[src/design/bfs_pkg.sv]
// Shared constants, request codes and controller/datapath interface types
// for the bitmap find-set/free unit. No dependencies.
package bfs_pkg;

  localparam int MAP_BITS  = 4096;
  localparam int WORD_BITS = 64;
  localparam int MAP_WORDS = MAP_BITS / WORD_BITS;
  localparam int ADDR_W    = $clog2(MAP_WORDS);
  localparam int OFF_W     = $clog2(WORD_BITS);
  localparam int POS_W     = ADDR_W + OFF_W;
  localparam int CNT_W     = POS_W + 1;
  localparam int NW_W      = ADDR_W + 1;
  localparam int PADDR_W   = 3;

  localparam logic [PADDR_W-1:0] REG_BITS_IN_USE = 3'd0;

  localparam logic [2:0] REQ_SET       = 3'd0;
  localparam logic [2:0] REQ_CLEAR     = 3'd1;
  localparam logic [2:0] REQ_TEST      = 3'd2;
  localparam logic [2:0] REQ_NEXT_SET  = 3'd3;
  localparam logic [2:0] REQ_PREV_SET  = 3'd4;
  localparam logic [2:0] REQ_NEXT_FREE = 3'd5;
  localparam logic [2:0] REQ_PREV_FREE = 3'd6;
  localparam logic [2:0] REQ_UNUSED    = 3'd7;

  typedef struct packed {
    logic load;
    logic rd_first;
    logic eval;
    logic step;
    logic fail;
  } bfs_cmd_t;

  typedef struct packed {
    logic ok;
    logic is_search;
    logic hit;
    logic last;
  } bfs_stat_t;

  function automatic logic [OFF_W-1:0] low_one(input logic [WORD_BITS-1:0] v);
    logic [OFF_W-1:0] r;
    r = '0;
    for (int i = WORD_BITS - 1; i >= 0; i--) begin
      if (v[i]) begin
        r = OFF_W'(i);
      end
    end
    return r;
  endfunction

  function automatic logic [OFF_W-1:0] high_one(input logic [WORD_BITS-1:0] v);
    logic [OFF_W-1:0] r;
    r = '0;
    for (int i = 0; i < WORD_BITS; i++) begin
      if (v[i]) begin
        r = OFF_W'(i);
      end
    end
    return r;
  endfunction

endpackage

[src/design/bfs_ctrl.sv]
// Controller state machine sequencing request checks, word reads and results.
// Depends on bfs_pkg.
module bfs_ctrl import bfs_pkg::*; (
  input  logic      clk,
  input  logic      rst,
  input  logic      start,
  input  bfs_stat_t stat,
  output bfs_cmd_t  cmd,
  output logic      busy,
  output logic      done
);

  localparam logic [1:0] S_IDLE  = 2'd0;
  localparam logic [1:0] S_CHECK = 2'd1;
  localparam logic [1:0] S_SCAN  = 2'd2;
  localparam logic [1:0] S_DONE  = 2'd3;

  logic [1:0] state;
  logic [1:0] state_next;

  always_ff @(posedge clk) begin
    if (rst) begin
      state <= S_IDLE;
    end else begin
      state <= state_next;
    end
  end

  always_comb begin
    state_next = state;
    cmd        = '0;
    unique case (state)
      S_IDLE: begin
        if (start) begin
          cmd.load   = 1'b1;
          state_next = S_CHECK;
        end
      end
      S_CHECK: begin
        if (stat.ok) begin
          cmd.rd_first = 1'b1;
          state_next   = S_SCAN;
        end else begin
          cmd.fail   = 1'b1;
          state_next = S_DONE;
        end
      end
      S_SCAN: begin
        cmd.eval = 1'b1;
        if (stat.is_search && !stat.hit && !stat.last) begin
          cmd.step = 1'b1;
        end else begin
          state_next = S_DONE;
        end
      end
      S_DONE: begin
        state_next = S_IDLE;
      end
      default: begin
        state_next = S_IDLE;
      end
    endcase
  end

  assign busy = (state != S_IDLE);
  assign done = (state == S_DONE);

endmodule

[config.mk]
export PLATFORM = sky130hd
export DESIGN_NAME = bfs_ctrl
export DESIGN_NICKNAME = d
export VERILOG_FILES = /design/src/design/bfs_pkg.sv /design/src/design/bfs_ctrl.sv
export SDC_FILE = /design/constraint.sdc
export NUM_CORES = 1
export LEC_CHECK = 0
export BUFFER_PORTS_ARGS = -buffer_cell sky130_fd_sc_hd__buf_2
export CORE_AREA = 2 2 39 41
export CTS_CLUSTER_DIAMETER = 120
export DETAILED_ROUTE_END_ITERATION = 8
export DIE_AREA = 0 0 41 43
export PLACE_DENSITY_LB_ADDON = 0.3
export SKIP_CTS_REPAIR_TIMING = 1
export SLEW_MARGIN = 20
export SYNTH_ARGS = -nofsm -noshare
export SYNTH_HDL_FRONTEND = slang
export SYNTH_SLANG_ARGS = --single-unit
[constraint.sdc]
create_clock -name clk -period 1.9 [get_ports clk]
set_input_delay 0.38 -clock clk [delete_from_list [all_inputs] [get_ports clk]]
set_output_delay 0.38 -clock clk [all_outputs]
set_load 0.1 [all_outputs]
Yosys cells after proc, flatten, opt, wreduce, memory -nomap -nowiden

Index checks and enable logic that the tools add are counted.

Eq/ne operators: 5
Multiplexer cells: 12
Reduce and logical (&&, ||, !) cells: 7

Operators with widths:

| cell                                                                   | count |
|---|---|
| 1-bit two-way mux                                                      | 8 |
| 2-bit one-hot mux with 4 select lines                                  | 1 |
| 2-bit two-way mux                                                      | 3 |
| 2-bit equality test (second input constant)                            | 2 |
| 2-bit != test (second input constant)                                  | 2 |
| 2-bit by 1-bit equality test with 1-bit output (second input constant) | 1 |
| 1-bit logical AND                                                      | 2 |
| 1-bit logical NOT                                                      | 2 |
| 2-bit logical NOT                                                      | 1 |
| 2-bit AND reduction                                                    | 1 |
| 2-bit nonzero test                                                     | 1 |

Flip-flop bits (word level): 2
Output and inout port bits: 7
Word-level logic and storage cells: 25

Logic depth before layout (Yosys ltp)

Depth in word-level cells: 5
Mapped depth: 5
Depth with buffers taken out: 5

Worst setup path before layout

Ideal clock, no wire load.

Path type: reg2reg
Start point: register state[1]
End point: register state[0]
Library setup time: 0.082 ns
Arrival time: 2.286 ns
Data required time: 1.818 ns
Slack: -0.468 ns
Stages on the path, launching flop included: 6
Buffers on the path: 0
Clock period less this slack: 2.368 ns
Cell sequence: dfxtp_1 -> inv_1 -> ha_1 -> nor2b_1 -> nor4_1 -> nor3_1

Word-level cells in the longest chain between the ends: 3

RTL lines:

| what                                                            | line           | source |
|---|---|---|
| start: declaration                                              | bfs_ctrl.sv:18 | `logic [1:0] state;` |
| start signal: assignment                                        | bfs_ctrl.sv:25 | `state <= state_next;` |
| 2-bit equality test / 2-bit logical NOT (equally long branches) | bfs_ctrl.sv:32 | `unique case (state)` |
| 2-bit != test (no source line)                                  | -              |  |
| 2-bit AND reduction (no source line)                            | -              |  |

Several ways; a longest one is shown, not always the timed one.
A chain may end at the register's enable or synchronous reset.

==> out/results.tsv <==
metric	value	unit
status	finished clean	
fp.dieArea	0.00176	mm2
slew_headroom	0.679	
rsz0062_at_grt	false	
syn-num-nets	35	
syn_inst	23	
yosys.cell_types.count	14	
startpoint_type	register	
setup_viol	0	
fin_crit_sh	0.931	
cp_num_buf_inv	2	
die_x	41	um
numCtsBuffers	3	
worstMarginPinSlew	485	ps
nets	53	
max_freq	565	MHz
cts_tree	yes	
end_kind	output pin	
setup-tns-final	0	ps
hold_path.class	input pin to register	
cts_num_sinks	2	
die_h	43	um
arrival	1390	ps
grt_pass1_wl	745	um
syn_area_per_cell	9.14	um2
grt_pass1_vias	187	
grt_max_degree	6	
num_antenna_cells	0	
hold_viol	0	
drt_first_pass_iters	4	
cts_root_buffer	clkbuf_4	
ant_nets	0	
finClkSkew	0.505	ps
start_util	0.152	
cp_max_fo	5	
grt_busiest_layer	met1	
syn_area	210	um2
clockBufferDepth	2	
wire_per_inst	8.04	um
slew_viol_final	0	
io_buffer_count	13	
cp.required	1520	ps
regArea	40.0	um2
antenna_found_initial	0	
clock_latency	220	ps
slowest_stage	buf_2	
grtUsageTotal	0.0653	
slowest_delay	410	ps
core_area	0.00138	mm2
synth.ff_latch_count	2	
met3_usage	0	
clk_pin_slew_worst_paths	30	ps
critPathKind	register to output pin	
cap_violations	0	
post-route-util	0.275	
grt_overflow	0	
gr-usage-met2	0.0750	
rows	14	
min_period	1770	ps
largest_register_ffs	2	
drcViolationCount	0	
crit_family	buffers and inverters	
pin_count	14	
path_cells	inv_1 > ha_1 > and2_1 > buf_2	
first_iter_violations	2	
regMostFlops	state	
largestRegisters	state: 2 flops	
fillCellCount	140	
viasPerCell	3.55	
multiInputGateArea	174	um2
h-tree-depth	1	
place.gp.congestion	0.672	
drive_above_1_share	0.513	
drt_wl_total	442	um
ys_seq_area_frac	0.190	
met1_usage	0.0932	
area_growth	81.0	%
yosysWarnings	0	
vias	195	
## through the flow
stage          hold slack (ps)  setup slack, ps  std cells  cell area (um2)
2_1_floorplan              458             87.0         23              225
5_1_grt                    346             55.4         55              380
3_5_place_dp               563              314         52              355
4_1_cts                    322             67.7         55              378
3_3_place_gp               564              323         52              355
6_report                   333              131         55              380
## metal layers
metal / wire, um / share of wire
met2: 195 / 0.44
met3: 41 / 0.093
met5: 0 / 0
met1: 205 / 0.46
met4: 0 / 0
## placed cells by master, fill, tap and decap left out
cell type  instances
and2_1             2
and4bb_4           1
buf_12             3
buf_2              9
clkbuf_4           4
dfxtp_1            2
ha_1               4
ha_4               1
inv_1              3
nand2b_1           1
nor2_1             1
nor2b_1            1
nor2b_2            1
nor3_1             1
nor3b_1            1
nor4_1             1
o21a_1             1
o21ba_2            1
o31a_1             1
## cells in the mapped netlist
library cell,number,share of area
inv_1,3,0.054
nor2b_1,2,0.060
o21ba_2,1,0.048
o21a_1,1,0.036
and2_1,2,0.060
nor3_1,1,0.024
nor2_1,1,0.018
o31a_1,1,0.042
nor4_1,1,0.030
dfxtp_1,2,0.19
nor3b_1,1,0.036
and4bb_4,1,0.077
nand2b_1,1,0.030
ha_1,5,0.30
## path summary, 6_finish.rpt
| path | startpoint | to | slack [ps] | cells past startpoint |
|---|---|---|---|---|
| max | state[1] | cmd[3] | 130 | 4 |
| min | rst | state[0] | 330 | 2 |
| max reg2reg | state[1] | state[0] | 460 | 5 |
| min reg2reg | state[0] | state[0] | 620 | 3 |
## cell type report
class | instances | share of cell area
clock buffer | 3 | 0.0592
inverter | 3 | 0.0296
multi-input combinational | 18 | 0.457
sequential | 2 | 0.105
tap | 16 | 0.0526
timing repair buffer | 13 | 0.296
## kinds of logic (layout without fill, tap and decap cells)
| logic type | Yosys count | in the layout | share of synthesized area |
|---|---|---|---|
| buf+inv | 3 | 19 | 0.0536 |
| fa+ha+maj | 5 | 5 | 0.298 |
| simple gates | 10 | 10 | 0.333 |
| compound gates | 3 | 3 | 0.125 |
| flops | 2 | 2 | 0.190 |
Power is not shown: default switching activity piles up to over one toggle a cycle in this logic, so the estimate is an artifact.
