$ cat src/design/bfs_pkg.sv
// Shared constants, request codes and controller/datapath interface types
// for the bitmap find-set/free unit. No dependencies.
package bfs_pkg;

  localparam int MAP_BITS  = 4096;
  localparam int WORD_BITS = 64;
  localparam int MAP_WORDS = MAP_BITS / WORD_BITS;
  localparam int ADDR_W    = $clog2(MAP_WORDS);
  localparam int OFF_W     = $clog2(WORD_BITS);
  localparam int POS_W     = ADDR_W + OFF_W;
  localparam int CNT_W     = POS_W + 1;
  localparam int NW_W      = ADDR_W + 1;
  localparam int PADDR_W   = 3;

  localparam logic [PADDR_W-1:0] REG_BITS_IN_USE = 3'd0;

  localparam logic [2:0] REQ_SET       = 3'd0;
  localparam logic [2:0] REQ_CLEAR     = 3'd1;
  localparam logic [2:0] REQ_TEST      = 3'd2;
  localparam logic [2:0] REQ_NEXT_SET  = 3'd3;
  localparam logic [2:0] REQ_PREV_SET  = 3'd4;
  localparam logic [2:0] REQ_NEXT_FREE = 3'd5;
  localparam logic [2:0] REQ_PREV_FREE = 3'd6;
  localparam logic [2:0] REQ_UNUSED    = 3'd7;

  typedef struct packed {
    logic load;
    logic rd_first;
    logic eval;
    logic step;
    logic fail;
  } bfs_cmd_t;

  typedef struct packed {
    logic ok;
    logic is_search;
    logic hit;
    logic last;
  } bfs_stat_t;

  function automatic logic [OFF_W-1:0] low_one(input logic [WORD_BITS-1:0] v);
    logic [OFF_W-1:0] r;
    r = '0;
    for (int i = WORD_BITS - 1; i >= 0; i--) begin
      if (v[i]) begin
        r = OFF_W'(i);
      end
    end
    return r;
  endfunction

  function automatic logic [OFF_W-1:0] high_one(input logic [WORD_BITS-1:0] v);
    logic [OFF_W-1:0] r;
    r = '0;
    for (int i = 0; i < WORD_BITS; i++) begin
      if (v[i]) begin
        r = OFF_W'(i);
      end
    end
    return r;
  endfunction

endpackage

$ cat src/design/bfs_regs.sv
// APB-style configuration register holding the number of bit positions in use.
// Depends on bfs_pkg.
module bfs_regs import bfs_pkg::*; (
  input  logic               clk,
  input  logic               rst,
  input  logic               psel,
  input  logic               penable,
  input  logic               pwrite,
  input  logic [PADDR_W-1:0] paddr,
  input  logic [31:0]        pwdata,
  output logic [31:0]        prdata,
  output logic               pready,
  output logic [CNT_W-1:0]   bits_in_use
);

  assign pready = 1'b1;

  always_ff @(posedge clk) begin
    if (rst) begin
      bits_in_use <= CNT_W'(MAP_BITS);
    end else if (psel && penable && pwrite && pready && paddr == REG_BITS_IN_USE) begin
      bits_in_use <= pwdata[CNT_W-1:0];
    end
  end

  assign prdata = (paddr == REG_BITS_IN_USE) ? {{(32 - CNT_W){1'b0}}, bits_in_use} : '0;

endmodule

$ cat config.mk
export PLATFORM = sky130hd
export DESIGN_NAME = bfs_regs
export DESIGN_NICKNAME = d
export VERILOG_FILES = /design/src/design/bfs_pkg.sv /design/src/design/bfs_regs.sv
export SDC_FILE = /design/constraint.sdc
export NUM_CORES = 1
export LEC_CHECK = 0
export BUFFER_PORTS_ARGS = -buffer_cell sky130_fd_sc_hd__buf_2
export CAP_MARGIN = 20
export CORE_MARGIN = 2
export CORE_UTILIZATION = 35
export CTS_CLUSTER_DIAMETER = 200
export DETAILED_ROUTE_END_ITERATION = 8
export PLACE_DENSITY = 0.82
export SLEW_MARGIN = 10
export SYNTH_ARGS = -nofsm -noshare
export SYNTH_HDL_FRONTEND = slang
export SYNTH_SLANG_ARGS = --single-unit
$ cat constraint.sdc
create_clock -name clk -period 1.5 [get_ports clk]
set_input_delay 0.3 -clock clk [delete_from_list [all_inputs] [get_ports clk]]
set_output_delay 0.3 -clock clk [all_outputs]
set_load 0.005 [all_outputs]
[Word-level counts from Yosys, hierarchy flattened]
Index checks and enable logic that the tools add are counted.
Word-level totals
  bits in registers: 13
  output and inout bits: 46
  input port bits: 40
  logic and storage cells: 6
Operators by class
  reduce and logical (&&, ||, !) cells: 4
  mux-type cells: 1
Operator list (number)
  $mux 13: 1
  $logic_and 1x1->1: 3
  $logic_not 3->1: 1

[Longest topological paths before layout]
  depth after elaboration: 3
  gate-level depth with buffers: 5
  gate-level depth less buffers: 3

[Worst setup path after synthesis]
OpenSTA, ideal clock, no wires.
  kind: input to register
  start point: in paddr[1]
  end point: reg bits_in_use[0]
  setup slack: 0.285 ns
  stages: 5
  arrival time: 1.143 ns
  data required time: 1.428 ns
  library setup time: 0.072 ns
  path buffers: 2
  cells stage by stage: nor3_2 and4_1 buf_6 buf_12 mux2i_1
Between the ends
  longest elaborated chain between the ends: 2
Ends and longest elaborated chain
  start: declaration: RTL line bfs_regs.sv:9  | input logic [PADDR_W-1:0] paddr,
  $logic_not 3->1: RTL line bfs_regs.sv:21  | end else if (psel && penable && pwrite && pready && paddr == REG_BITS_IN_USE) begin
  $logic_and 1x1->1: RTL line bfs_regs.sv:21
  end signal: assignment: RTL line bfs_regs.sv:20  | bits_in_use <= CNT_W'(MAP_BITS);
  end signal: assignment: RTL line bfs_regs.sv:22  | bits_in_use <= pwdata[CNT_W-1:0];
  end: declaration: RTL line bfs_regs.sv:13  | output logic [CNT_W-1:0] bits_in_use
Every way passes these cells.
A chain may end at the register's enable or synchronous reset.

[Worst setup path in the final report]
  start point: in paddr[1]
  end point: out prdata[1]
Between the ends
  longest elaborated chain between the ends: 2
Ends and longest elaborated chain
  $logic_not 3->1: RTL line bfs_regs.sv:26  | assign prdata = (paddr == REG_BITS_IN_USE) ? {{(32 - CNT_W){1'b0}}, bits_in_use} : '0;
  $mux 13: RTL line bfs_regs.sv:26
  end: declaration: RTL line bfs_regs.sv:11  | output logic [31:0] prdata,
Every way passes these cells.

==> metrics.txt <==
# TYPE chip_impl_metric gauge
chip_impl_info{name="status",value="complete, no violations"} 1
chip_impl_metric{name="route.vias.total",unit=""} 692
chip_impl_metric{name="first_pass_grt_wire_length",unit="µm"} 2410
chip_impl_metric{name="post_cts_resize_count",unit=""} 0
chip_impl_info{name="largest-register",value="bits_in_use"} 1
chip_impl_metric{name="core-area",unit="µm²"} 2250
chip_impl_metric{name="num_rows",unit=""} 17
chip_impl_metric{name="route.detailed.drc",unit=""} 0
chip_impl_metric{name="floorplan.initialDensity",unit=""} 0.378
chip_impl_info{name="criticalPathCategory",value="input pin to primary output"} 1
chip_impl_metric{name="comb_power_share",unit=""} 0.127
chip_impl_metric{name="total_leakage_power",unit="nW"} 0.541
chip_impl_metric{name="synthesis.instances",unit=""} 94
chip_impl_info{name="min_path_type",value="input pin to flip-flop"} 1
chip_impl_metric{name="cts_inserted_buffers",unit=""} 3
chip_impl_metric{name="io-pin-count",unit=""} 86
chip_impl_metric{name="yosysUniqueCellTypes",unit=""} 13
chip_impl_info{name="root_buffer_selected_by_cts",value="sky130_fd_sc_hd__clkbuf_4"} 1
chip_impl_metric{name="maxSlewViolCount",unit=""} 0
chip_impl_metric{name="drt_wl_total",unit="µm"} 1680
chip_impl_metric{name="number_of_global_route_vias_before_repair",unit=""} 605
chip_impl_metric{name="share_seq_of_total_power",unit=""} 0.547
chip_impl_metric{name="clock_power_share",unit=""} 0.326
chip_impl_metric{name="largest_register_ff_count",unit=""} 13
chip_impl_metric{name="final_hold_viol_count",unit=""} 0
chip_impl_info{name="min-delay-start",value="pwdata[2]"} 1
chip_impl_metric{name="min_period",unit="ns"} 1.35
chip_impl_metric{name="hpwlAfterDp",unit="µm"} 1320
chip_impl_metric{name="detailedRoute.firstIterationViolations",unit=""} 3
chip_impl_metric{name="ir_drop",unit="µV"} 372
chip_impl_metric{name="antenna_cells_inserted",unit=""} 0
chip_impl_metric{name="cp_max_fo",unit=""} 8
chip_impl_metric{name="grt_use_total",unit=""} 0.118
chip_impl_metric{name="finalNonFillerCells",unit=""} 168
chip_impl_metric{name="clockBufferDepth",unit=""} 2
chip_impl_metric{name="final.fill_count",unit=""} 234
chip_impl_metric{name="postSynthAreaPerCell",unit="µm²"} 9.06
chip_impl_metric{name="die_y",unit="µm"} 53.3
chip_impl_metric{name="swShare",unit=""} 0.229
chip_impl_metric{name="synth_area",unit="µm²"} 852
chip_impl_info{name="crit_path_end_kind",value="primary output"} 1
chip_impl_info{name="worst_setup_path_start_kind",value="input pin"} 1
chip_impl_metric{name="register_area",unit="µm²"} 260
chip_impl_metric{name="crit_arrival",unit="ns"} 1.05
chip_impl_metric{name="powerDensity",unit="nW/µm²"} 605
chip_impl_metric{name="dpl-instance-area",unit="µm²"} 1030
chip_impl_metric{name="timing.clock.skew",unit="ns"} 0
chip_impl_info{name="cts_tree",value="built"} 1
chip_impl_metric{name="multi_input_comb_area",unit="µm²"} 467
chip_impl_metric{name="ys_seq_elements",unit=""} 13
chip_impl_metric{name="numClockSinks",unit=""} 13
chip_impl_metric{name="cts.repair_timing.setup_buffer_count",unit=""} 0
chip_impl_info{name="grt_setup_unrepaired",value="no"} 1
chip_impl_metric{name="wire_per_inst",unit="µm"} 10.0
chip_impl_metric{name="required",unit="ns"} 1.20
chip_impl_metric{name="clkLatencyLatePin",unit="ns"} 0.26
chip_impl_metric{name="vias_per_inst",unit=""} 4.12
chip_impl_metric{name="dieArea",unit="µm²"} 2850
chip_impl_metric{name="area_delta_synth_final",unit="%"} 23.6
chip_impl_metric{name="total_of_buffers_placed_on_input_and_output_ports",unit=""} 46
chip_impl_metric{name="place.gp.congestion",unit=""} 0.642
chip_impl_info{name="reg_top3",value="bits_in_use: 13 flops"} 1
chip_impl_metric{name="die_w",unit="µm"} 53.3
chip_impl_metric{name="cts_hold_buffers",unit=""} 0
chip_impl_metric{name="design_area",unit="µm²"} 1050
chip_impl_metric{name="power.switching",unit="W"} 0.000146
chip_impl_metric{name="grt_start_max_net_pins",unit=""} 27
chip_impl_metric{name="period_share",unit=""} 0.899
chip_impl_metric{name="htree_levels",unit=""} 1
chip_impl_metric{name="number_of_antenna_violations_at_the_first_check_in_global_routing",unit=""} 0
chip_impl_metric{name="clkTransAtPathRegs",unit="ns"} 0.08
chip_impl_metric{name="finish.net_count",unit=""} 181
chip_impl_info{name="rr_startpoint",value="bits_in_use[9]"} 1
chip_impl_metric{name="grt_overflow_total",unit=""} 0
chip_impl_metric{name="yosys_warnings",unit=""} 0
chip_impl_metric{name="drive_gt1_frac",unit=""} 0.400
chip_impl_metric{name="yosysSeqAreaShare",unit=""} 0.305
chip_impl_metric{name="finalSetupViolations",unit=""} 0
chip_impl_metric{name="drt_first_pass_iters",unit=""} 2
chip_impl_metric{name="max_freq",unit="GHz"} 0.742
chip_impl_info{name="timing.critical_path.from",value="paddr[1]"} 1
chip_impl_metric{name="max_cap_viols",unit=""} 0
chip_impl_metric{name="setup_total_negative_slack",unit="ns"} 0
chip_impl_metric{name="power.total",unit="W"} 0.000638
chip_impl_metric{name="internal_power",unit="W"} 0.000491
chip_impl_metric{name="antenna_left",unit=""} 0
chip_impl_metric{name="placedCellCount",unit=""} 164
-- cell usage in the layout, fill, tap and decap left out, drive strengths merged --
cell / count
and2: 13
and4: 1
buf: 49
clkbuf: 4
conb: 20
dfxtp: 13
mux2i: 13
nand2b: 24
nor2: 2
nor3: 1
-- power by group through the flow --
| stage | logic, W | registers (W) | clock network, W |
|---|---|---|---|
| after floorplan | 0.0000808 | 0.000357 | 0 |
| after global placement | 0.0000779 | 0.000357 | 0 |
| after detailed placement | 0.0000810 | 0.000357 | 0 |
| after CTS | 0.0000813 | 0.000349 | 0.000221 |
| after global routing | 0.0000923 | 0.000349 | 0.000236 |
| final | 0.0000807 | 0.000349 | 0.000208 |
-- metrics by stage --
stage	hold slack, ns	setup slack, ns	util
final	0.285	0.152	0.467
after global routing	0.290	0.0826	0.467
after CTS	0.277	0.138	0.467
after detailed placement	0.468	0.144	0.456
after global placement	0.465	0.145	0.456
after floorplan	0.455	0.285	-
-- worst max-delay path, stage by stage --
cell	delay, ns
sky130_fd_sc_hd__buf_2	0.10
sky130_fd_sc_hd__nor3_2	0.22
sky130_fd_sc_hd__buf_4	0.19
sky130_fd_sc_hd__and2_2	0.14
sky130_fd_sc_hd__buf_2	0.10
-- cells in the mapped netlist --
cell / count / area share
sky130_fd_sc_hd__and4_1: 1 / 0.010
sky130_fd_sc_hd__buf_6: 1 / 0.013
sky130_fd_sc_hd__and2_2: 3 / 0.026
sky130_fd_sc_hd__dfxtp_1: 13 / 0.31
sky130_fd_sc_hd__and2_1: 10 / 0.073
sky130_fd_sc_hd__buf_4: 20 / 0.18
sky130_fd_sc_hd__nor2_1: 2 / 0.0088
sky130_fd_sc_hd__nor3_2: 1 / 0.012
sky130_fd_sc_hd__buf_12: 1 / 0.023
sky130_fd_sc_hd__mux2i_1: 13 / 0.15
sky130_fd_sc_hd__conb_1: 2 / 0.0088
sky130_fd_sc_hd__nand2b_1: 24 / 0.18
sky130_fd_sc_hd__clkbuf_1: 3 / 0.013
-- cell families (layout without fill, tap and decap cells) --
group / after synthesis / after routing / share of synthesized area
other cells: 2 / 20 / 0.00881
flops: 13 / 13 / 0.305
simple gates: 41 / 41 / 0.307
buf+inv: 25 / 53 / 0.226
mux: 13 / 13 / 0.153
-- path summary, 6_finish.rpt --
check,end,slack (ns),cells after the start
max,prdata[1],0.15,5
min reg2reg,bits_in_use[7],0.49,2
min,bits_in_use[2],0.29,3
max reg2reg,bits_in_use[9],0.88,2
-- layer usage --
| layer | global-route usage | part of all wire |
|---|---|---|
| met2 | 0.237 | 0.53 |
| met1 | 0.105 | 0.38 |
| met4 | 0.0897 | 0.015 |
| met3 | 0.00847 | 0.075 |
| met5 | 0 | 0 |
-- final cells by class --
class	count	share of cell area
Multi-Input combinational cell	74	0.443
Sequential cell	13	0.247
Tap cell	28	0.0333
Clock buffer	4	0.0249
Timing Repair Buffer	49	0.252
Power figures use the tool's default switching activity.
