<file path="src/design/bfs_pkg.sv">
// Shared constants, request codes and controller/datapath interface types
// for the bitmap find-set/free unit. No dependencies.
package bfs_pkg;

  localparam int MAP_BITS  = 4096;
  localparam int WORD_BITS = 64;
  localparam int MAP_WORDS = MAP_BITS / WORD_BITS;
  localparam int ADDR_W    = $clog2(MAP_WORDS);
  localparam int OFF_W     = $clog2(WORD_BITS);
  localparam int POS_W     = ADDR_W + OFF_W;
  localparam int CNT_W     = POS_W + 1;
  localparam int NW_W      = ADDR_W + 1;
  localparam int PADDR_W   = 3;

  localparam logic [PADDR_W-1:0] REG_BITS_IN_USE = 3'd0;

  localparam logic [2:0] REQ_SET       = 3'd0;
  localparam logic [2:0] REQ_CLEAR     = 3'd1;
  localparam logic [2:0] REQ_TEST      = 3'd2;
  localparam logic [2:0] REQ_NEXT_SET  = 3'd3;
  localparam logic [2:0] REQ_PREV_SET  = 3'd4;
  localparam logic [2:0] REQ_NEXT_FREE = 3'd5;
  localparam logic [2:0] REQ_PREV_FREE = 3'd6;
  localparam logic [2:0] REQ_UNUSED    = 3'd7;

  typedef struct packed {
    logic load;
    logic rd_first;
    logic eval;
    logic step;
    logic fail;
  } bfs_cmd_t;

  typedef struct packed {
    logic ok;
    logic is_search;
    logic hit;
    logic last;
  } bfs_stat_t;

  function automatic logic [OFF_W-1:0] low_one(input logic [WORD_BITS-1:0] v);
    logic [OFF_W-1:0] r;
    r = '0;
    for (int i = WORD_BITS - 1; i >= 0; i--) begin
      if (v[i]) begin
        r = OFF_W'(i);
      end
    end
    return r;
  endfunction

  function automatic logic [OFF_W-1:0] high_one(input logic [WORD_BITS-1:0] v);
    logic [OFF_W-1:0] r;
    r = '0;
    for (int i = 0; i < WORD_BITS; i++) begin
      if (v[i]) begin
        r = OFF_W'(i);
      end
    end
    return r;
  endfunction

endpackage

</file>
<file path="src/design/bfs_dp.sv">
// Datapath: bitmap word memory with per-word valid bits, set counter, word
// scan logic and result registers. Depends on bfs_pkg.
module bfs_dp import bfs_pkg::*; (
  input  logic             clk,
  input  logic             rst,
  input  bfs_cmd_t         cmd,
  output bfs_stat_t        stat,
  input  logic [2:0]       req_type,
  input  logic [POS_W-1:0] position,
  input  logic [CNT_W-1:0] bits_in_use,
  output logic             status,
  output logic [POS_W-1:0] found_position,
  output logic             bit_value,
  output logic [CNT_W-1:0] set_count
);

  logic [WORD_BITS-1:0] mem [MAP_WORDS];
  logic [MAP_WORDS-1:0] valid_bits;
  logic [WORD_BITS-1:0] rdata;
  logic                 rvalid;

  logic [2:0]       type_q;
  logic [POS_W-1:0] pos_q;
  logic [CNT_W-1:0] limit_q;
  logic [ADDR_W-1:0] idx;
  logic              first;
  logic [CNT_W-1:0]  ones_count;

  logic [CNT_W-1:0]     limit_sum;
  logic [NW_W-1:0]      nwords;
  logic [OFF_W-1:0]     off;
  logic [WORD_BITS-1:0] word;
  logic [WORD_BITS-1:0] bit_sel;
  logic [WORD_BITS-1:0] mask;
  logic [WORD_BITS-1:0] scan_v;
  logic                 forward;
  logic                 want_set;
  logic                 cur_bit;
  logic [ADDR_W-1:0]    rd_addr;
  logic                 rd_en;
  logic                 wr_en;
  logic [WORD_BITS-1:0] wdata;
  logic [POS_W-1:0]     hit_pos;

  assign limit_sum = limit_q + CNT_W'(WORD_BITS - 1);
  assign nwords    = limit_sum[CNT_W-1:OFF_W];
  assign off       = pos_q[OFF_W-1:0];
  assign word      = rvalid ? rdata : '0;
  assign bit_sel   = {{(WORD_BITS - 1){1'b0}}, 1'b1} << off;
  assign cur_bit   = |(word & bit_sel);
  assign forward   = (type_q == REQ_NEXT_SET) || (type_q == REQ_NEXT_FREE);
  assign want_set  = (type_q == REQ_NEXT_SET) || (type_q == REQ_PREV_SET);

  always_comb begin
    if (!first) begin
      mask = '1;
    end else if (forward) begin
      mask = {WORD_BITS{1'b1}} << off;
    end else begin
      mask = {WORD_BITS{1'b1}} >> (OFF_W'(WORD_BITS - 1) - off);
    end
  end

  assign scan_v  = (want_set ? word : ~word) & mask;
  assign hit_pos = {idx, (forward ? low_one(scan_v) : high_one(scan_v))};

  assign stat.ok        = ({1'b0, pos_q} < limit_q) && (type_q != REQ_UNUSED);
  assign stat.is_search = (type_q == REQ_NEXT_SET) || (type_q == REQ_PREV_SET) ||
                          (type_q == REQ_NEXT_FREE) || (type_q == REQ_PREV_FREE);
  assign stat.hit       = |scan_v;
  assign stat.last      = forward ? (({1'b0, idx} + NW_W'(1)) >= nwords) : (idx == '0);

  assign rd_en   = cmd.rd_first || cmd.step;
  assign rd_addr = cmd.rd_first ? pos_q[POS_W-1:OFF_W] :
                   (forward ? idx + ADDR_W'(1) : idx - ADDR_W'(1));

  assign wr_en = cmd.eval && (((type_q == REQ_SET) && !cur_bit) ||
                              ((type_q == REQ_CLEAR) && cur_bit));
  assign wdata = (type_q == REQ_SET) ? (word | bit_sel) : (word & ~bit_sel);

  always_ff @(posedge clk) begin
    if (wr_en) begin
      mem[idx] <= wdata;
    end
    if (rd_en) begin
      rdata <= mem[rd_addr];
    end
  end

  always_ff @(posedge clk) begin
    if (rst) begin
      valid_bits <= '0;
      rvalid     <= 1'b0;
      ones_count <= '0;
    end else begin
      if (wr_en) begin
        valid_bits[idx] <= 1'b1;
        ones_count      <= (type_q == REQ_SET) ? ones_count + CNT_W'(1)
                                               : ones_count - CNT_W'(1);
      end
      if (rd_en) begin
        rvalid <= valid_bits[rd_addr];
      end
    end
  end

  always_ff @(posedge clk) begin
    if (cmd.load) begin
      type_q  <= req_type;
      pos_q   <= position;
      limit_q <= (bits_in_use > CNT_W'(MAP_BITS)) ? CNT_W'(MAP_BITS) : bits_in_use;
    end
    if (rd_en) begin
      idx   <= rd_addr;
      first <= cmd.rd_first;
    end
    if (cmd.fail) begin
      status         <= 1'b1;
      found_position <= '0;
      bit_value      <= 1'b0;
    end else if (cmd.eval) begin
      status         <= 1'b0;
      found_position <= '0;
      bit_value      <= 1'b0;
      if (type_q == REQ_TEST) begin
        bit_value <= cur_bit;
      end else if (stat.is_search) begin
        if (stat.hit && ({1'b0, hit_pos} < limit_q)) begin
          found_position <= hit_pos;
        end else begin
          status <= 1'b1;
        end
      end
    end
  end

  assign set_count = ones_count;

endmodule

</file>
<file path="config.mk">
export PLATFORM = sky130hd
export DESIGN_NAME = bfs_dp
export DESIGN_NICKNAME = d
export VERILOG_FILES = /design/src/design/bfs_pkg.sv /design/src/design/bfs_dp.sv
export SDC_FILE = /design/constraint.sdc
export NUM_CORES = 2
export LEC_CHECK = 0
export ABC_CLOCK_PERIOD_IN_PS = 10600
export BUFFER_PORTS_ARGS = -buffer_cell sky130_fd_sc_hd__buf_4
export CAP_MARGIN = 20
export CELL_PAD_IN_SITES_DETAIL_PLACEMENT = 2
export CELL_PAD_IN_SITES_GLOBAL_PLACEMENT = 2
export CORE_MARGIN = 2
export CORE_UTILIZATION = 48
export CTS_BUF_LIST = sky130_fd_sc_hd__clkbuf_2 sky130_fd_sc_hd__clkbuf_4 sky130_fd_sc_hd__clkbuf_8
export DETAILED_ROUTE_END_ITERATION = 10
export GPL_TIMING_DRIVEN = 0
export PLACE_DENSITY = 0.85
export SYNTH_ARGS = -nofsm -noshare
export SYNTH_HDL_FRONTEND = slang
export SYNTH_SLANG_ARGS = --single-unit
</file>
<file path="constraint.sdc">
create_clock -name clk -period 10.6 [get_ports clk]
set_input_delay 2.12 -clock clk [delete_from_list [all_inputs] [get_ports clk]]
set_output_delay 2.12 -clock clk [all_outputs]
set_load 0.03 [all_outputs]
</file>
==> results of run 1 <==
-- kinds of logic after synthesis --
family | share of synthesized area
AO/OA/AOI/OAI | 0.03402
XOR/XNOR | 0.003705
adder cells (fa/ha/maj) | 0.003581
buffers and inverters | 0.01568
flip-flops | 0.7435
multiplexers | 0.1667
AND/OR/NAND/NOR | 0.03289
-- per-stage QoR --
stage	area, um2	utilization	hold slack, ns
after floorplan	171900	-	0.4222
after global placement	178300	0.5007	0.4302
after detailed placement	185000	0.5194	0.4589
==> impl_metrics.xml, run 1 <==
<?xml version="1.0" encoding="UTF-8"?>
<metrics>
  <group name="logic_synthesis">
    <metric name="ys_types" unit="">99</metric>
    <metric name="top_cells_by_instance_count_after_synthesis" unit="">4195 x sky130_fd_sc_hd__edfxtp_1, 1040 x sky130_fd_sc_hd__mux4_2, 564 x sky130_fd_sc_hd__nand2_1</metric>
    <metric name="synth_edf_count" unit="">4195</metric>
    <metric name="synthesis.yosys.warnings" unit="">0</metric>
    <metric name="synth_largest_area_cell" unit="">sky130_fd_sc_hd__edfxtp_1</metric>
    <metric name="post_synth_main_area_contributors" unit="">sky130_fd_sc_hd__edfxtp_1 73%, sky130_fd_sc_hd__mux4_2 14%, sky130_fd_sc_hd__mux2i_1 3.0%</metric>
    <metric name="ys_seq_elements" unit="">4287</metric>
    <metric name="synth_most_common_cell" unit="">sky130_fd_sc_hd__edfxtp_1</metric>
    <metric name="dominantRegCellSynth" unit="">sky130_fd_sc_hd__edfxtp_1</metric>
    <metric name="synth-seq-area-share" unit="">0.7435</metric>
    <metric name="synth_fp_nets" unit="">8725</metric>
    <metric name="synth.cell_area" unit="um2">171900</metric>
    <metric name="number_of_instances_in_the_synthesized_netlist" unit="">8642</metric>
    <metric name="ys_async_sr_fraction" unit="">0</metric>
    <metric name="synth.top_cell.area_share" unit="">0.7328</metric>
    <metric name="synth.avg_cell_area" unit="um2">19.89</metric>
  </group>
  <group name="clock_network">
    <metric name="cts_post_setup_buffers_inserted" unit="">0</metric>
    <metric name="holdBufCountCts" unit="">0</metric>
    <metric name="number_of_buffers_inserted_during_clock_tree_synthesis" unit="">707</metric>
    <metric name="cts_root_buf" unit="">sky130_fd_sc_hd__clkbuf_8</metric>
    <metric name="htree_num_levels" unit="">6</metric>
    <metric name="cts.repair.resized" unit="">0</metric>
    <metric name="cts_buffer_depth" unit="">4</metric>
    <metric name="clock_sink_count" unit="">4287</metric>
  </group>
  <group name="die">
    <metric name="floorplan.initialDensity" unit="">0.4826</metric>
    <metric name="placementRows" unit="">219</metric>
    <metric name="die_width" unit="um">602.5</metric>
    <metric name="boundaryPins" unit="">66</metric>
    <metric name="fp.dieH" unit="um">602.5</metric>
  </group>
  <group name="placed_design">
    <metric name="portBuffers" unit="">64</metric>
    <metric name="place.detailed.hpwl" unit="um">547300</metric>
    <metric name="dp_worst_setup_slack" unit="ns">1.951</metric>
    <metric name="routabilityCongestion" unit="">0.9490</metric>
    <metric name="placed_cells_incl_taps" unit="">13720</metric>
  </group>
  <group name="run_status">
    <metric name="stop_error" unit="">[ERROR DPL-0033] detailed placement checks failed during check placement.</metric>
    <metric name="stop_stage" unit="">4_1_cts</metric>
    <metric name="outcome" unit="">aborted with a tool error</metric>
  </group>
</metrics>
==> inputs of run 2 (changes only) <==
Settings changed: CELL_PAD_IN_SITES_DETAIL_PLACEMENT 2 to unset, CELL_PAD_IN_SITES_GLOBAL_PLACEMENT 2 to unset, CORE_UTILIZATION 48 to 33, CTS_BUF_LIST sky130_fd_sc_hd__clkbuf_2 sky130_fd_sc_hd__clkbuf_4 sky130_fd_sc_hd__clkbuf_8 to unset, PLACE_DENSITY 0.85 to unset, PLACE_DENSITY_LB_ADDON set to 0.15.
==> run 2 against run 1 <==
  * The run now ends clean
  * Area after synthesis unchanged
  * Synthesized cell count is the same
==> impl_metrics.xml, run 2 <==
<?xml version="1.0" encoding="UTF-8"?>
<metrics>
  <group name="run_status">
    <metric name="outcome" unit="">finished, final reports clean</metric>
  </group>
  <group name="critical_path">
    <metric name="critical_path_class" unit="">reg2out</metric>
    <metric name="timing.critical_path.from" unit="">rvalid</metric>
    <metric name="r2r-start" unit="">type_q[0]</metric>
    <metric name="timing.critical_path.required" unit="ns">8.48</metric>
    <metric name="crit_path_start_kind" unit="">register</metric>
    <metric name="ff2ff_path_depth" unit="">18</metric>
    <metric name="path_max_fanout" unit="">10</metric>
    <metric name="critical_path_arrival" unit="ns">6.44</metric>
    <metric name="end_kind" unit="">output pin</metric>
  </group>
  <group name="power">
    <metric name="switching_power_as_a_share_of_total_power" unit="">0.3137</metric>
    <metric name="pwr-share-seq" unit="">0.429</metric>
    <metric name="ir_worst_vdd" unit="V">0.0001454</metric>
    <metric name="p_comb_frac" unit="">0.239</metric>
    <metric name="p_leak" unit="uW">0.06487</metric>
    <metric name="p_int" unit="uW">32280</metric>
    <metric name="power.clock.fraction" unit="">0.332</metric>
    <metric name="total_switching_power" unit="uW">14750</metric>
    <metric name="power_density" unit="nW/um2">230.1</metric>
  </group>
  <group name="logic_synthesis">
    <metric name="synth_largest_area_cell" unit="">sky130_fd_sc_hd__edfxtp_1</metric>
    <metric name="synth.cell_area" unit="um2">171900</metric>
    <metric name="dominantRegCellSynth" unit="">sky130_fd_sc_hd__edfxtp_1</metric>
    <metric name="ys_types" unit="">99</metric>
    <metric name="synth_edf_count" unit="">4195</metric>
    <metric name="ys_async_sr_fraction" unit="">0</metric>
    <metric name="number_of_instances_in_the_synthesized_netlist" unit="">8642</metric>
    <metric name="ys_seq_elements" unit="">4287</metric>
    <metric name="synthesis.yosys.warnings" unit="">0</metric>
    <metric name="synth_most_common_cell" unit="">sky130_fd_sc_hd__edfxtp_1</metric>
    <metric name="post_synth_main_area_contributors" unit="">sky130_fd_sc_hd__edfxtp_1 73%, sky130_fd_sc_hd__mux4_2 14%, sky130_fd_sc_hd__mux2i_1 3.0%</metric>
    <metric name="synth-seq-area-share" unit="">0.7435</metric>
    <metric name="synth_fp_nets" unit="">8725</metric>
    <metric name="synth.top_cell.area_share" unit="">0.7328</metric>
    <metric name="synth.avg_cell_area" unit="um2">19.89</metric>
    <metric name="top_cells_by_instance_count_after_synthesis" unit="">4195 x sky130_fd_sc_hd__edfxtp_1, 1040 x sky130_fd_sc_hd__mux4_2, 564 x sky130_fd_sc_hd__nand2_1</metric>
  </group>
  <group name="routing">
    <metric name="drt-initial-drc-count" unit="">10140</metric>
    <metric name="vias_per_cell" unit="">5.460</metric>
    <metric name="finalWirelength" unit="um">587900</metric>
    <metric name="post-route-drc-count" unit="">0</metric>
    <metric name="count_of_antenna_violating_nets_left_after_detailed_routing" unit="">0</metric>
    <metric name="drt_pre_antenna_iters" unit="">5</metric>
    <metric name="routed-via-count" unit="">92080</metric>
    <metric name="wire_length_per_cell" unit="um">34.86</metric>
  </group>
  <group name="placed_design">
    <metric name="place.detailed.hpwl" unit="um">417100</metric>
    <metric name="dp_worst_setup_slack" unit="ns">2.259</metric>
    <metric name="portBuffers" unit="">64</metric>
    <metric name="placed_cells_incl_taps" unit="">15990</metric>
    <metric name="routabilityCongestion" unit="">0.9248</metric>
  </group>
  <group name="sta">
    <metric name="worst_pin_slew" unit="ns">1.250</metric>
    <metric name="post-route-worst-setup-slack" unit="ns">2.043</metric>
    <metric name="timing_max_transition_violations_final" unit="">0</metric>
    <metric name="relSlewSlack" unit="">0.1611</metric>
    <metric name="worst_hold_margin" unit="ns">0.4487</metric>
    <metric name="grt_setup_unrepaired" unit="">no</metric>
    <metric name="achievable-frequency" unit="GHz">0.1169</metric>
    <metric name="final.period_utilization" unit="">0.8073</metric>
    <metric name="total_negative_slack" unit="ns">0</metric>
    <metric name="hold_violations" unit="">0</metric>
    <metric name="min_period" unit="ns">8.557</metric>
    <metric name="final_setup_viols" unit="">0</metric>
    <metric name="finalClockSkew" unit="ns">0.09425</metric>
  </group>
  <group name="layout">
    <metric name="mostFrequentLayoutCell" unit="">sky130_fd_sc_hd__edfxtp_1</metric>
    <metric name="final_cell_count_no_fill" unit="">16860</metric>
    <metric name="largest_register_ffs" unit="">4096</metric>
    <metric name="mostFrequentLayoutCells" unit="">4195 x sky130_fd_sc_hd__edfxtp_1, 1040 x sky130_fd_sc_hd__mux4_2, 564 x sky130_fd_sc_hd__nand2_1</metric>
    <metric name="area.growth.synth_to_final" unit="%">18.92</metric>
    <metric name="biggestRegsByFlops" unit="">mem (4096), rdata (64), valid_bits (64)</metric>
    <metric name="net_total_in_the_final_layout" unit="">9614</metric>
    <metric name="post_route_cells_drive_above_1_share" unit="">0.2469</metric>
    <metric name="max_flop_register" unit="">mem</metric>
    <metric name="final_core_utilization" unit="">0.3932</metric>
  </group>
  <group name="die">
    <metric name="boundaryPins" unit="">66</metric>
    <metric name="floorplan.core_area" unit="um2">519900</metric>
    <metric name="floorplan.initialDensity" unit="">0.3307</metric>
    <metric name="die_width" unit="um">725.8</metric>
    <metric name="fp.dieArea" unit="um2">526700</metric>
    <metric name="placementRows" unit="">265</metric>
    <metric name="fp.dieH" unit="um">725.8</metric>
  </group>
  <group name="clock_network">
    <metric name="cts_root_buf" unit="">sky130_fd_sc_hd__clkbuf_16</metric>
    <metric name="htree_num_levels" unit="">5</metric>
    <metric name="cts_post_setup_buffers_inserted" unit="">0</metric>
    <metric name="clock_sink_count" unit="">4287</metric>
    <metric name="number_of_buffers_inserted_during_clock_tree_synthesis" unit="">453</metric>
    <metric name="tritoncts" unit="">yes</metric>
    <metric name="clk_pin_slew_worst_paths" unit="ns">0.06</metric>
    <metric name="cts_buffer_depth" unit="">4</metric>
    <metric name="holdBufCountCts" unit="">0</metric>
    <metric name="cts.repair.resized" unit="">0</metric>
    <metric name="clock_latency" unit="ns">1.05</metric>
  </group>
  <group name="global_route">
    <metric name="grt_pass1_vias" unit="">93310</metric>
    <metric name="grt_max_degree" unit="">60</metric>
    <metric name="grt_antenna_before_repair" unit="">43</metric>
    <metric name="grt.overflow.total" unit="">0</metric>
    <metric name="grt_pass1_wl" unit="um">798600</metric>
    <metric name="grt_use_total" unit="">0.2189</metric>
  </group>
  <group name="hold_path">
    <metric name="hold_start" unit="">valid_bits[24]</metric>
    <metric name="holdPathStages" unit="">2</metric>
    <metric name="hold_path_class" unit="">reg2reg</metric>
  </group>
  <group name="run">
    <metric name="max_cap_violations" unit="">0</metric>
  </group>
</metrics>
-- run 2: logic make-up (layout without fill, tap and decap cells) --
kind of cell / after synthesis / in the layout / share of synthesized area
other: 0 / 10 / 0
buffers and inverters: 655 / 1925 / 0.01568
multiplexers: 1561 / 1561 / 0.1667
adder cells (fa/ha/maj): 48 / 48 / 0.003581
flip-flops: 4287 / 4287 / 0.7435
AO/OA/AOI/OAI: 812 / 812 / 0.03402
AND/OR/NAND/NOR: 1208 / 1208 / 0.03289
XOR/XNOR: 71 / 71 / 0.003705
-- run 2: per-stage QoR --
step                power [uW]  cell area (um2)
floorplan                25660           171900
global placement         31000           181100
detailed placement       31750           189500
CTS                      47380           204000
global route             48470           204400
finish                   47030           204400
-- run 2: worst paths after layout --
| path | endpoint | slack [ns] |
|---|---|---|
| setup reg to reg | rdata[40] | 2.07 |
| hold / removal | valid_bits[24] | 0.45 |
| setup / recovery | stat[1] | 2.04 |
| hold reg to reg | valid_bits[24] | 0.45 |
-- run 2: final cells by class --
cell class,count,area [um2]
antenna,10,25.02
buffer,554,2374
clock buffer,563,11860
clock inverter,273,2565
fill,46880,315500
inverter,101,496.7
multi-input combinational,3700,42830
sequential,4287,127800
tap,6942,8686
timing repair buffer,434,7801
-- run 2: worst max-delay path, stage by stage (launching register included) --
cell and delay (ns):
sky130_fd_sc_hd__dfxtp_1 0.48, sky130_fd_sc_hd__clkbuf_1 0.51, sky130_fd_sc_hd__clkbuf_1 0.59, sky130_fd_sc_hd__buf_2 0.45, sky130_fd_sc_hd__buf_1 0.70, sky130_fd_sc_hd__nand2_1 0.44, sky130_fd_sc_hd__xnor2_1 0.29, sky130_fd_sc_hd__a21oi_1 0.67
sky130_fd_sc_hd__nand2_1 0.29, sky130_fd_sc_hd__nor4_2 0.39, sky130_fd_sc_hd__nand4_1 0.32, sky130_fd_sc_hd__buf_4 0.27
-- run 2: layer usage --
metal,track usage,part of all wire
met1,0.3115,0.44
met2,0.3420,0.46
met3,0.03258,0.063
met4,0.08029,0.043
met5,0,0.000051
-- run 2: power by group through the flow --
stage	Sequential, uW	Combinational (uW)	Clock (uW)
after CTS	20200	11300	16000
after detailed placement	20500	11200	0
final	20200	11200	15600
after floorplan	20400	5220	0
after global placement	20900	10100	0
after global routing	20200	11700	16600
Power figures use the tool's default switching activity.
